File: config.mk
export PLATFORM = sky130hd
export DESIGN_NAME = tlvcs_ctrl
export DESIGN_NICKNAME = d
export VERILOG_FILES = /design/src/hdl/tlvcs_pkg.sv /design/src/hdl/tlvcs_ctrl.sv
export SDC_FILE = /design/constraint.sdc
export NUM_CORES = 1
export LEC_CHECK = 0
export BUFFER_PORTS_ARGS = -buffer_cell sky130_fd_sc_hd__buf_4
export CAP_MARGIN = 40
export CORE_AREA = 2 2 39 41
export CTS_BUF_LIST = sky130_fd_sc_hd__clkbuf_2 sky130_fd_sc_hd__clkbuf_4 sky130_fd_sc_hd__clkbuf_8
export DETAILED_ROUTE_END_ITERATION = 7
export DIE_AREA = 0 0 41 43
export SLEW_MARGIN = 10
export SYNTH_ARGS = -nofsm -noshare
export SYNTH_HDL_FRONTEND = slang
export SYNTH_SLANG_ARGS = --single-unit
File: constraint.sdc
create_clock -name i_clk -period 1.7 [get_ports i_clk]
set_clock_uncertainty 0.1 [all_clocks]
set_input_delay 0.425 -clock i_clk [delete_from_list [all_inputs] [get_ports i_clk]]
set_output_delay 0.425 -clock i_clk [all_outputs]
set_load 0.1 [all_outputs]
File: src/hdl/tlvcs_pkg.sv
`timescale 1ns / 1ps
// ----------------------------------------------------------------------------
// TLV change suppressor package
// Beat types and the command and status groups between controller and
// datapath.
// ----------------------------------------------------------------------------
package tlvcs_pkg;

    // Number of distinct type byte codes.
    localparam int TYPE_CODES = 256;

    typedef struct packed {
        logic [7:0] data_byte;
        logic       force_all;
    } t_in_beat;

    typedef struct packed {
        logic [63:0] out_bytes;
        logic [3:0]  byte_count;
        logic        record_end;
        logic        packet_end;
    } t_out_beat;

    // Commands from the controller to the datapath.
    typedef struct packed {
        logic capture;      // take the input beat and issue the store reads
        logic exec;         // run one parse step on the captured byte
        logic load_marker;  // load the end marker into the output register
        logic emit_read;    // read the next record byte from the value store
        logic emit_pack;    // pack the record byte into the word being built
        logic flush;        // move the built word into the output register
    } t_cmd;

    // Status from the datapath to the controller.
    typedef struct packed {
        logic is_marker;    // captured byte is the end marker
        logic emit_req;     // this parse step completes a changed record
        logic word_done;    // the byte being packed completes a word
        logic rec_last;     // every byte of the record has been packed
        logic out_ready;    // output register can take a beat this cycle
    } t_sts;

endpackage

File: src/hdl/tlvcs_ctrl.sv
`timescale 1ns / 1ps
// ----------------------------------------------------------------------------
// TLV change suppressor controller
// Sequences capture, parse step and record read-back over the datapath.
// ----------------------------------------------------------------------------
module tlvcs_ctrl (
    input  logic            i_clk,
    input  logic            i_rst_n,
    input  logic            i_valid,
    output logic            o_stall,
    input  tlvcs_pkg::t_sts i_sts,
    output tlvcs_pkg::t_cmd o_cmd
);
    import tlvcs_pkg::*;

    localparam logic [2:0] ST_IDLE = 3'd0;
    localparam logic [2:0] ST_EXEC = 3'd1;
    localparam logic [2:0] ST_RD   = 3'd2;
    localparam logic [2:0] ST_PK   = 3'd3;
    localparam logic [2:0] ST_OUT  = 3'd4;

    logic [2:0] r_state;
    logic [2:0] n_state;

    assign o_stall = !i_rst_n || (r_state != ST_IDLE);

    always_comb begin
        n_state = r_state;
        o_cmd   = '0;
        unique case (r_state)
            ST_IDLE: begin
                if (i_valid && !o_stall) begin
                    o_cmd.capture = 1'b1;
                    n_state       = ST_EXEC;
                end
            end
            ST_EXEC: begin
                if (i_sts.is_marker) begin
                    // The marker waits here until the output register frees up.
                    if (i_sts.out_ready) begin
                        o_cmd.load_marker = 1'b1;
                        n_state           = ST_IDLE;
                    end
                end else begin
                    o_cmd.exec = 1'b1;
                    n_state    = i_sts.emit_req ? ST_RD : ST_IDLE;
                end
            end
            ST_RD: begin
                o_cmd.emit_read = 1'b1;
                n_state         = ST_PK;
            end
            ST_PK: begin
                o_cmd.emit_pack = 1'b1;
                n_state         = i_sts.word_done ? ST_OUT : ST_RD;
            end
            ST_OUT: begin
                if (i_sts.out_ready) begin
                    o_cmd.flush = 1'b1;
                    n_state     = i_sts.rec_last ? ST_IDLE : ST_RD;
                end
            end
            default: begin
                n_state = ST_IDLE;
            end
        endcase
    end

    always_ff @(posedge i_clk) begin
        if (!i_rst_n) begin
            r_state <= ST_IDLE;
        end else begin
            r_state <= n_state;
        end
    end

`ifndef SYNTHESIS
    a_one_cmd: assert property (@(posedge i_clk) disable iff (!i_rst_n)
        $onehot0(o_cmd))
        else $error("controller issued more than one command");
`endif

endmodule

After elaboration in Yosys (flattened, before gate mapping)
Cells that the tools add are included. W data, S select, Z words.

Memories: 0. Bits in read-only memories: 0. Register bits after elaboration: 3. Bits in writable memories: 0. Latch bits: 0. Bits of input ports: 8.

Multiply operators: 0. Div/mod/pow operators: 0. Bitwise gates (word level): 0. Eq/ne operators: 7. Shift operators: 0. Reductions and logical operators: 7. Mux-type cells: 17. Add/sub/neg operators: 0. Magnitude comparators: 0.

Operator list (number): $mux W3 (5); $pmux W3 S5 (1); $mux W1 (8); $eq A3 B2 Y1 const B (2); $mux W2 (3); $ne A2 B2 Y1 const B (2); $eq A3 B1 Y1 const B (1); $eq A3 B3 Y1 const B (1); $logic_not A3 Y1 (1); $ne A3 B3 Y1 const B (1); $reduce_and A3 Y1 (1); $reduce_bool A3 Y1 (1); $logic_not A1 Y1 (2); $logic_and A1 B1 Y1 (1); $logic_or A1 B1 Y1 (1).

Depth between registers and ports, before layout
Gate-level depths: netlist (run 1).

Depth in word-level cells: 6. Mapped depth: 4. Depth with buffers taken out: 3.

Worst setup path after synthesis (run 1)
OpenSTA, ideal clock, no wires.

Kind: register -> output. From: reg r_state[2]. To: out o_cmd[3] in the netlist's numbering. Arrival time: 3610 ps. Data required time: 1175 ps. Slack: -2435 ps. Stages on the path, launching flop included: 3. Cells stage by stage: dfxtp_1 > buf_2 > nor4b_1.

RTL lines: start: declaration (RTL line tlvcs_ctrl.sv:22) `logic [2:0] r_state;`; start signal: assignment (RTL line tlvcs_ctrl.sv:73) `r_state <= n_state;`; end: declaration (RTL line tlvcs_ctrl.sv:12) `output tlvcs_pkg::t_cmd o_cmd`.

==> flow_summary.yaml, run 1 <==
floorplan:
  die-width_um: 41
  core_um2: 1380
  die_h_um: 43
  initial_core_util_pct: 17.2
  rows: 14
  die_area_um2: 1760
  ios: 15
critical_path:
  cp-end-kind: "output pin"
  cpLargestDelayFamily: "buffers and inverters"
  cp-start-kind: "register"
  worst-path-buf-inv: 2
  cp_common_cell: "buf_6"
  critPathKind: "reg -> out"
  cp_data_arrival_time_ns: 1.24
  slowest_delay_ns: 0.36
  critical_path_required_ns: 1.17
  crit_start: "r_state[2]"
  rr_startpoint: "r_state[0]"
  cp_slowest_cell: "dfxtp_4"
  path_max_fanout: 5
  cp_cell_sequence: "buf_6 -> nor4b_4 -> buf_6"
power_and_ir_drop:
  total_leakage_power_uw: 0.000272
  ir_drop_mv: 0.180
  switching_share_pct: 33.9
  p_per_area_nw_per_um2: 567
  clock_power_share_pct: 38.6
  power_switching_uw: 119
  p_comb_share_pct: 39.1
  p_int_uw: 232
  seqPwrFrac_pct: 22.3
route:
  wl_per_cell_um: 11.5
  vias_per_cell: 4.54
  num_vias: 336
  drt.antenna.violating_nets: 0
  drt-initial-drc-count: 3
  wirelength_um: 853
  drtPass1Iterations: 4
  drc_errors: 0
layout:
  fin_area_um2: 621
  largest_register_ffs: 3
  drive_above_1_share_pct: 77.6
  regMostFlops: "r_state"
  largestRegisters: "r_state x3"
  area_growth_pct: 161
  fin_nets: 67
  nFillCells: 140
  antenna_cells: 0
global_route:
  gr-total-overflow: 0
  grt_pass1_vias: 321
  grt_antenna_before_repair: 0
  grt_usage_pct: 10.7
  grt_pass1_wl_mm: 1.26
  grt_max_degree: 12
timing:
  finalSetupViolations: 2
  tns_ns: -0.106
  hold_viol: 0
  max_slew_margin_pct: 76.7
  fin_crit_ns: 1.77
  fin_crit_sh_pct: 104
  tightest_slew_ns: 0.345
  drv_slew: 0
  layout_setup_ws_ns: -0.0697
  whs_ns: 0.364
  rsz0062_at_grt: "true"
  fmax_mhz: 565
synth:
  yosysWarnings: 0
  synth_area_leaders: "dfxtp_1, nor4b_4, nand2_1, nor4b_1, and3_1"
  yosysMostFrequentCell: "nand2_1"
  yosysTopAreaCell: "dfxtp_1"
  synth_edf_count: 0
  synthDominantCellAreaShare_pct: 25.3
  avgSynthCellArea_um2: 7.92
  synth_cell_types: 17
  syn_nets: 38
  synth_seq_cells: 3
  yosysSeqAreaShare_pct: 25.3
  syn_area_um2: 238
  synthArstFlopShare_pct: 0
  ys.flop_type: "dfxtp_1"
  syn_inst: 30
  synthTopCellsByCount: "nand2_1, dfxtp_1, nor2_1"
placement:
  place_area_um2: 458
  numPortBuffers: 14
  gp_congestion: 0.693
cts:
  cts-root-buf: "clkbuf_4"
  clock_sinks: 3
  path_clk_slew_ns: 0.03
  cts_buffer_depth: 2
  cts-htree-levels: 1
  cts_buffers: 3
  cts_tree: "done"
  clkLatencyLatePin_ns: 0.23
worst_hold_path:
  hold_path.class: "in -> reg"
  hp-start: "i_sts[2]"
status:
  outcome: "complete, but fails checks"
  failed_checks: "setup timing"
run:
  maxCapViolCount: 0
==> worst register-to-register path, stage by stage (launching register included) <==
cell,delay (ns)
dfxtp_2,0.36
buf_4,0.16
nor4b_1,0.36
a221oi_2,0.08
nor3_2,0.12
==> power groups by stage <==
stage                     sequential (uW)  combinational [uW]  clock, uW
final                                78.4                 138        136
after global routing                 79.2                 144        153
after CTS                            80.1                 131        142
after detailed placement             80.1                 122          0
after global placement               79.8                 121          0
after floorplan                      78.8                81.0          0
==> layer usage <==
layer | up-vias | global-route usage (%) | part of all wire, %
met5 | - | 0 | 0
met2 | 11 | 18.1 | 57
met3 | 2 | 3.14 | 3.3
met4 | 0 | 8.00 | 2.0
li1 | 164 | - | -
met1 | 159 | 9.94 | 37
==> what timing repair did <==
item	4_1_cts	5_1_grt
gates resized for setup	14	13
buffers inserted	0	3
pin swaps	1	4
hold buffers	0	0
setup endpoints to repair	7	6
==> per-stage QoR <==
step                      total power [uW]  util [%]  std cells  worst slack [ns]
after floorplan                        160         -         30            -0.378
after global placement                 201      33.1         67           0.00522
after detailed placement               202      33.1         67          -0.00126
after CTS                              352      38.6         71           -0.0883
after global routing                   376      44.8         74            -0.124
final                                  352      44.8         74           -0.0697
==> placed cells by master (no fill, tap or decap), drive strengths merged <==
cell type  Yosys  final
a221oi         1      1
buf            2     26
nand2          6      6
and3           2      2
nor2           3      3
o22a           1      1
dfxtp          3      3
nor3           2      2
inv            1      1
nand3b         1      1
nor4b          3      3
nor2b          2      2
a21oi          1      1
and3b          1      1
clkbuf         0      4
a2111oi        1      1
==> layout make-up <==
cell class | instances | area, um^2 | area share [%]
inverter | 1 | 3.75 | 0.605
clock buffer | 4 | 30.0 | 4.84
multi-input combinational | 24 | 225 | 36.3
timing repair buffer | 26 | 273 | 44.0
sequential | 3 | 68.8 | 11.1
tap | 16 | 20.0 | 3.23
==> kinds of logic after synthesis <==
family | Yosys count | share of synthesized area [%]
simple gates | 20 | 55.3
compound gates | 4 | 13.7
flops | 3 | 25.3
buf+inv | 3 | 5.79
==> final timing paths <==
check               endpoint  slack, ns  depth (start not counted)
hold / removal    r_state[2]       0.36                          3
hold reg to reg   r_state[0]       0.45                          1
setup / recovery    o_cmd[3]      -0.07                          3
setup reg to reg  r_state[1]       0.44                          4
(Power assumes the default switching activity.)
==> inputs of run 2 (changes only) <==
- ABC_AREA: unset -> 1
==> flow_summary.yaml, run 2 <==
status:
  outcome: "completed"
cts:
  cts_buffers: 3
  cts-root-buf: "clkbuf_4"
  hold_buffers: 0
  clock_sinks: 3
  clkLatencyLatePin_ns: 0.24
  cts_tree: "done"
  cts_buffer_depth: 2
  path_clk_slew_ns: 0.03
  cts-htree-levels: 1
route:
  drtPass1Iterations: 3
  drc_errors: 0
  vias_per_cell: 4.28
  wl_per_cell_um: 9.38
  drt.antenna.violating_nets: 0
  drt-initial-drc-count: 6
  num_vias: 364
  wirelength_um: 797
run:
  maxCapViolCount: 0
power_and_ir_drop:
  p_comb_share_pct: 38.5
  switching_share_pct: 36.7
  seqPwrFrac_pct: 21.4
  total_leakage_power_uw: 0.000282
  finalPower_uw: 357
  p_per_area_nw_per_um2: 600
  clock_power_share_pct: 40.1
  p_int_uw: 226
  power_switching_uw: 131
  ir_drop_mv: 0.237
layout:
  largest_register_ffs: 3
  largestRegisters: "r_state x3"
  fin_nets: 78
  layout_common_cells: "inv_1, buf_4, nand2_1"
  antenna_cells: 0
  area_growth_pct: 133
  stdcell_count: 85
  post-route-util_pct: 42.9
  drive_above_1_share_pct: 56.5
  regMostFlops: "r_state"
critical_path:
  critical_path_required_ns: 1.17
  path_max_fanout: 5
  r2r_setup_slack_ns: 0.50
  critPathKind: "reg -> out"
  cp-start-kind: "register"
  cp-end-kind: "output pin"
  rr_startpoint: "r_state[0]"
  crit_start: "r_state[0]"
  cp_data_arrival_time_ns: 1.17
placement:
  dp_cells: 80
  dp_hpwl_um: 603
  gp_congestion: 0.766
  numPortBuffers: 14
  pre_cts_ws_ns: 0.0870
worst_hold_path:
  hold_path.class: "in -> reg"
  hp-start: "i_sts[2]"
floorplan:
  initial_core_util_pct: 18.4
  rows: 14
  die_area_um2: 1760
  core_um2: 1380
  die_h_um: 43
  die-width_um: 41
  ios: 15
synth:
  syn_area_um2: 255
  avgSynthCellArea_um2: 5.21
  syn_nets: 57
  synth_area_leaders: "dfxtp_1, inv_1, nand2_1, nor2_1, nand3_1"
  synth_seq_cells: 3
  synth_edf_count: 0
  synthDominantCellAreaShare_pct: 23.5
  syn_inst: 49
  yosysSeqAreaShare_pct: 23.5
  synthTopCellsByCount: "inv_1, nand2_1, nor2_1"
  yosysMostFrequentCell: "inv_1"
  synth_cell_types: 12
  yosysWarnings: 0
  ys.flop_type: "dfxtp_1"
  yosysTopAreaCell: "dfxtp_1"
  synthArstFlopShare_pct: 0
global_route:
  gr-total-overflow: 0
  grt_pass1_wl_mm: 1.22
  grt_max_degree: 6
  grt_usage_pct: 10.7
  grt_pass1_vias: 335
  grt_antenna_before_repair: 0
timing:
  max_slew_margin_pct: 81.6
  fin_crit_ns: 1.70
  finalSetupViolations: 0
  whs_ns: 0.353
  hold_viol: 0
  rsz0062_at_grt: "true"
  drv_slew: 0
  fmax_mhz: 588
  layout_setup_ws_ns: 0.000136
  tightest_slew_ns: 0.279
  fin_crit_sh_pct: 100
run 2: changes by cell type in the layout (fill, tap and decap cells not counted), sizes merged, moves of 2 or more:
cell / before / now
nor2: 3 / 11
nor4b: 3 / 0
nor2b: 2 / 0
nand3: 0 / 4
buf: 26 / 16
nand4: 0 / 2
nand2: 6 / 11
inv: 1 / 13
and3: 2 / 0
run 2: final timing paths:
kind	end	cells past startpoint
setup reg to reg	r_state[0]	7
hold / removal	r_state[2]	3
setup / recovery	o_cmd[0]	5
hold reg to reg	r_state[2]	3
run 2: per-layer routing:
layer	vias up	GRT usage (%)	wire, um
met5	-	0	0
met4	0	10.0	22
met3	2	3.14	62
met2	12	16.9	435
met1	161	10.2	276
li1	189	-	-
run 2: cell families (layout without fill, tap and decap cells):
group / Yosys count / count (layout) / synth area share, %
AOI/OAI and AO/OA: 3 / 3 / 7.35
buffers and inverters: 13 / 33 / 19.1
DFF: 3 / 3 / 23.5
and+or+nand+nor: 30 / 30 / 50.0
run 2: cell type report:
type	count	area [um^2]
Fill cell	142	790
Multi-Input combinational cell	33	241
Timing Repair Buffer	16	178
Sequential cell	3	68.8
Inverter	13	56.3
Clock buffer	4	30.0
Tap cell	16	20.0
run 2: stage by stage:
step | area [um^2] | setup TNS (ns)
after CTS | 571 | -0.0336
after floorplan | 335 | -0.321
after detailed placement | 468 | 0
after global placement | 468 | 0
after global routing | 594 | -0.117
final | 594 | 0
run 2: power groups by stage:
stage,clock network [uW],logic (uW),registers [uW]
global placement,0,118,78.6
CTS,150,136,77.9
global route,159,145,76.7
finish,143,137,76.4
detailed placement,0,119,78.7
floorplan,0,86.4,78.0
run 2: what timing repair did:
action                     in CTS  in global routing
pin swaps                       4                  2
setup buffers                   1                  0
setup endpoints to repair       5                  6
resized for setup              18                  7
run 2: worst max-delay path: stages (launching register included):
cell     delay, ns
dfxtp_4       0.36
nor2_4        0.11
buf_4         0.13
nand2_2       0.06
nor2_4        0.10
buf_12        0.18
==> inputs of run 3 (changes only) <==
- BUFFER_PORTS_ARGS: -buffer_cell sky130_fd_sc_hd__buf_4 -> -buffer_cell sky130_fd_sc_hd__buf_2
- CTS_CLUSTER_SIZE: unset -> 12
==> flow_summary.yaml, run 3 (synthesis gave the netlist of run 2 again) <==
status:
  outcome: "complete, but fails checks"
  failed_checks: "setup timing"
layout:
  post-route-util_pct: 43.7
  area_growth_pct: 137
  nFillCells: 146
  regMostFlops: "r_state"
  fin_nets: 79
  drive_above_1_share_pct: 55.7
  largest_register_ffs: 3
  multiInputGateArea_um2: 234
  antenna_cells: 0
  largestRegisters: "r_state x3"
  regArea_um2: 68.8
  final_common_cell: "inv_1"
  stdcell_count: 86
  layout_common_cells: "inv_1, nand2_1, buf_2, buf_12, nor2_4"
global_route:
  grt_max_degree: 6
  grt_antenna_before_repair: 0
  grt_pass1_vias: 340
  grt_usage_pct: 10.0
  gr-total-overflow: 0
  grt_pass1_wl_mm: 1.15
route:
  drt-initial-drc-count: 6
  drc_errors: 0
  drtPass1Iterations: 3
  wl_per_cell_um: 8.57
  drt.antenna.violating_nets: 0
  num_vias: 362
  wirelength_um: 737
  vias_per_cell: 4.21
power_and_ir_drop:
  clock_power_share_pct: 39.4
  p_per_area_nw_per_um2: 587
  p_comb_share_pct: 39.1
  ir_drop_mv: 0.253
  total_leakage_power_uw: 0.000285
  p_int_uw: 227
  power_switching_uw: 128
  seqPwrFrac_pct: 21.5
  switching_share_pct: 36.0
critical_path:
  cp_cell_sequence: "nor2_4 -> nand2_2 -> inv_4 -> nand2_8 -> nor2_4 -> buf_12"
  reg2reg_depth: 7
  cp-end-kind: "output pin"
  critPathKind: "reg -> out"
  cp_data_arrival_time_ns: 1.20
  r2r-end: "r_state[1]"
  rr_startpoint: "r_state[0]"
  r2r_setup_slack_ns: 0.53
  slowest_delay_ns: 0.36
  cp_common_cell: "nor2_4"
  cp-start-kind: "register"
  cp_slowest_cell: "dfxtp_4"
  critical_path_required_ns: 1.17
  worst-path-buf-inv: 2
  cpLargestDelayFamily: "flip-flops"
  path_max_fanout: 5
floorplan:
  ios: 15
  initial_core_util_pct: 18.4
  rows: 14
  die_area_um2: 1760
  core_um2: 1380
  die_h_um: 43
  die-width_um: 41
timing:
  fmax_mhz: 578
  finalSetupViolations: 1
  layout_setup_ws_ns: -0.0298
  tightest_slew_ns: 0.194
  fin_crit_ns: 1.73
  whs_ns: 0.351
  max_slew_margin_pct: 87.1
  drv_slew: 0
  hold_viol: 0
  rsz0062_at_grt: "true"
  fin_crit_sh_pct: 102
cts:
  cts_buffers: 3
  cts_buffer_depth: 2
  cts-root-buf: "clkbuf_4"
  cts_tree: "done"
  cts-htree-levels: 1
  clkLatencyLatePin_ns: 0.23
  path_clk_slew_ns: 0.04
  clock_sinks: 3
  hold_buffers: 0
placement:
  numPortBuffers: 14
  dp_hpwl_um: 605
  gp_congestion: 0.734
  dp_cells: 79
  pre_cts_ws_ns: 0.0897
worst_hold_path:
  hold_depth: 3
  hold_path.class: "in -> reg"
  hp-start: "i_sts[2]"
  min_to: "r_state[2]"
run:
  maxCapViolCount: 0
## run 3: cell count changes in the layout (fill, tap and decap cells not counted), sizes merged
cell  change
buf       +1
## run 3: per-stage QoR
stage | TNS, ns | area [um^2] | power, uW
after floorplan | -0.321 | 335 | 164
after global placement | 0 | 531 | 207
after detailed placement | 0 | 531 | 208
after CTS | -0.0728 | 597 | 364
after global routing | -0.137 | 604 | 372
final | -0.0298 | 604 | 354
## run 3: per-layer routing
layer  global-route usage [%]  up-vias  wire length (um)
met5                        0        -                 0
met4                     10.0        0                 0
met3                     3.14        0                46
met2                     15.9       10               427
met1                     8.95      164               263
li1                         -      188                 -
## run 3: repair_timing
item,4_1_cts,5_1_grt
pin swaps,3,3
resized for setup,5,3
setup endpoints to repair,3,3
buffers inserted,3,0
## run 3: power groups by stage
stage / logic, uW / clock network [uW] / registers [uW]
floorplan: 86.4 / 0 / 78.0
global placement: 129 / 0 / 78.4
detailed placement: 130 / 0 / 78.5
CTS: 139 / 147 / 77.7
global route: 146 / 149 / 76.6
finish: 139 / 140 / 76.1
## run 3: how the worst max path moves through the flow
| stage | cells past startpoint | start | end |
|---|---|---|---|
| after floorplan | 5 | r_state[1] | o_cmd[5] |
| after global placement | 6 | r_state[1] | o_cmd[5] |
| after detailed placement | 6 | r_state[1] | o_cmd[5] |
| after CTS | 6 | r_state[0] | o_cmd[5] |
| after global routing | 6 | r_state[0] | o_cmd[5] |
| final | 6 | r_state[0] | o_cmd[5] |
## run 3: worst register-to-register path: cells and delay by family (launching register included)
| kind | cells | cell delay [ns] |
|---|---|---|
| AND/OR/NAND/NOR | 5 | 0.43 |
| flip-flops | 1 | 0.38 |
| buffers and inverters | 2 | 0.21 |
## run 3: layout make-up
cell class | count | share of cell area [%]
timing repair buffer | 17 | 32.7
sequential | 3 | 11.4
multi-input combinational | 33 | 38.7
inverter | 13 | 8.90
tap | 16 | 3.31
clock buffer | 4 | 4.97
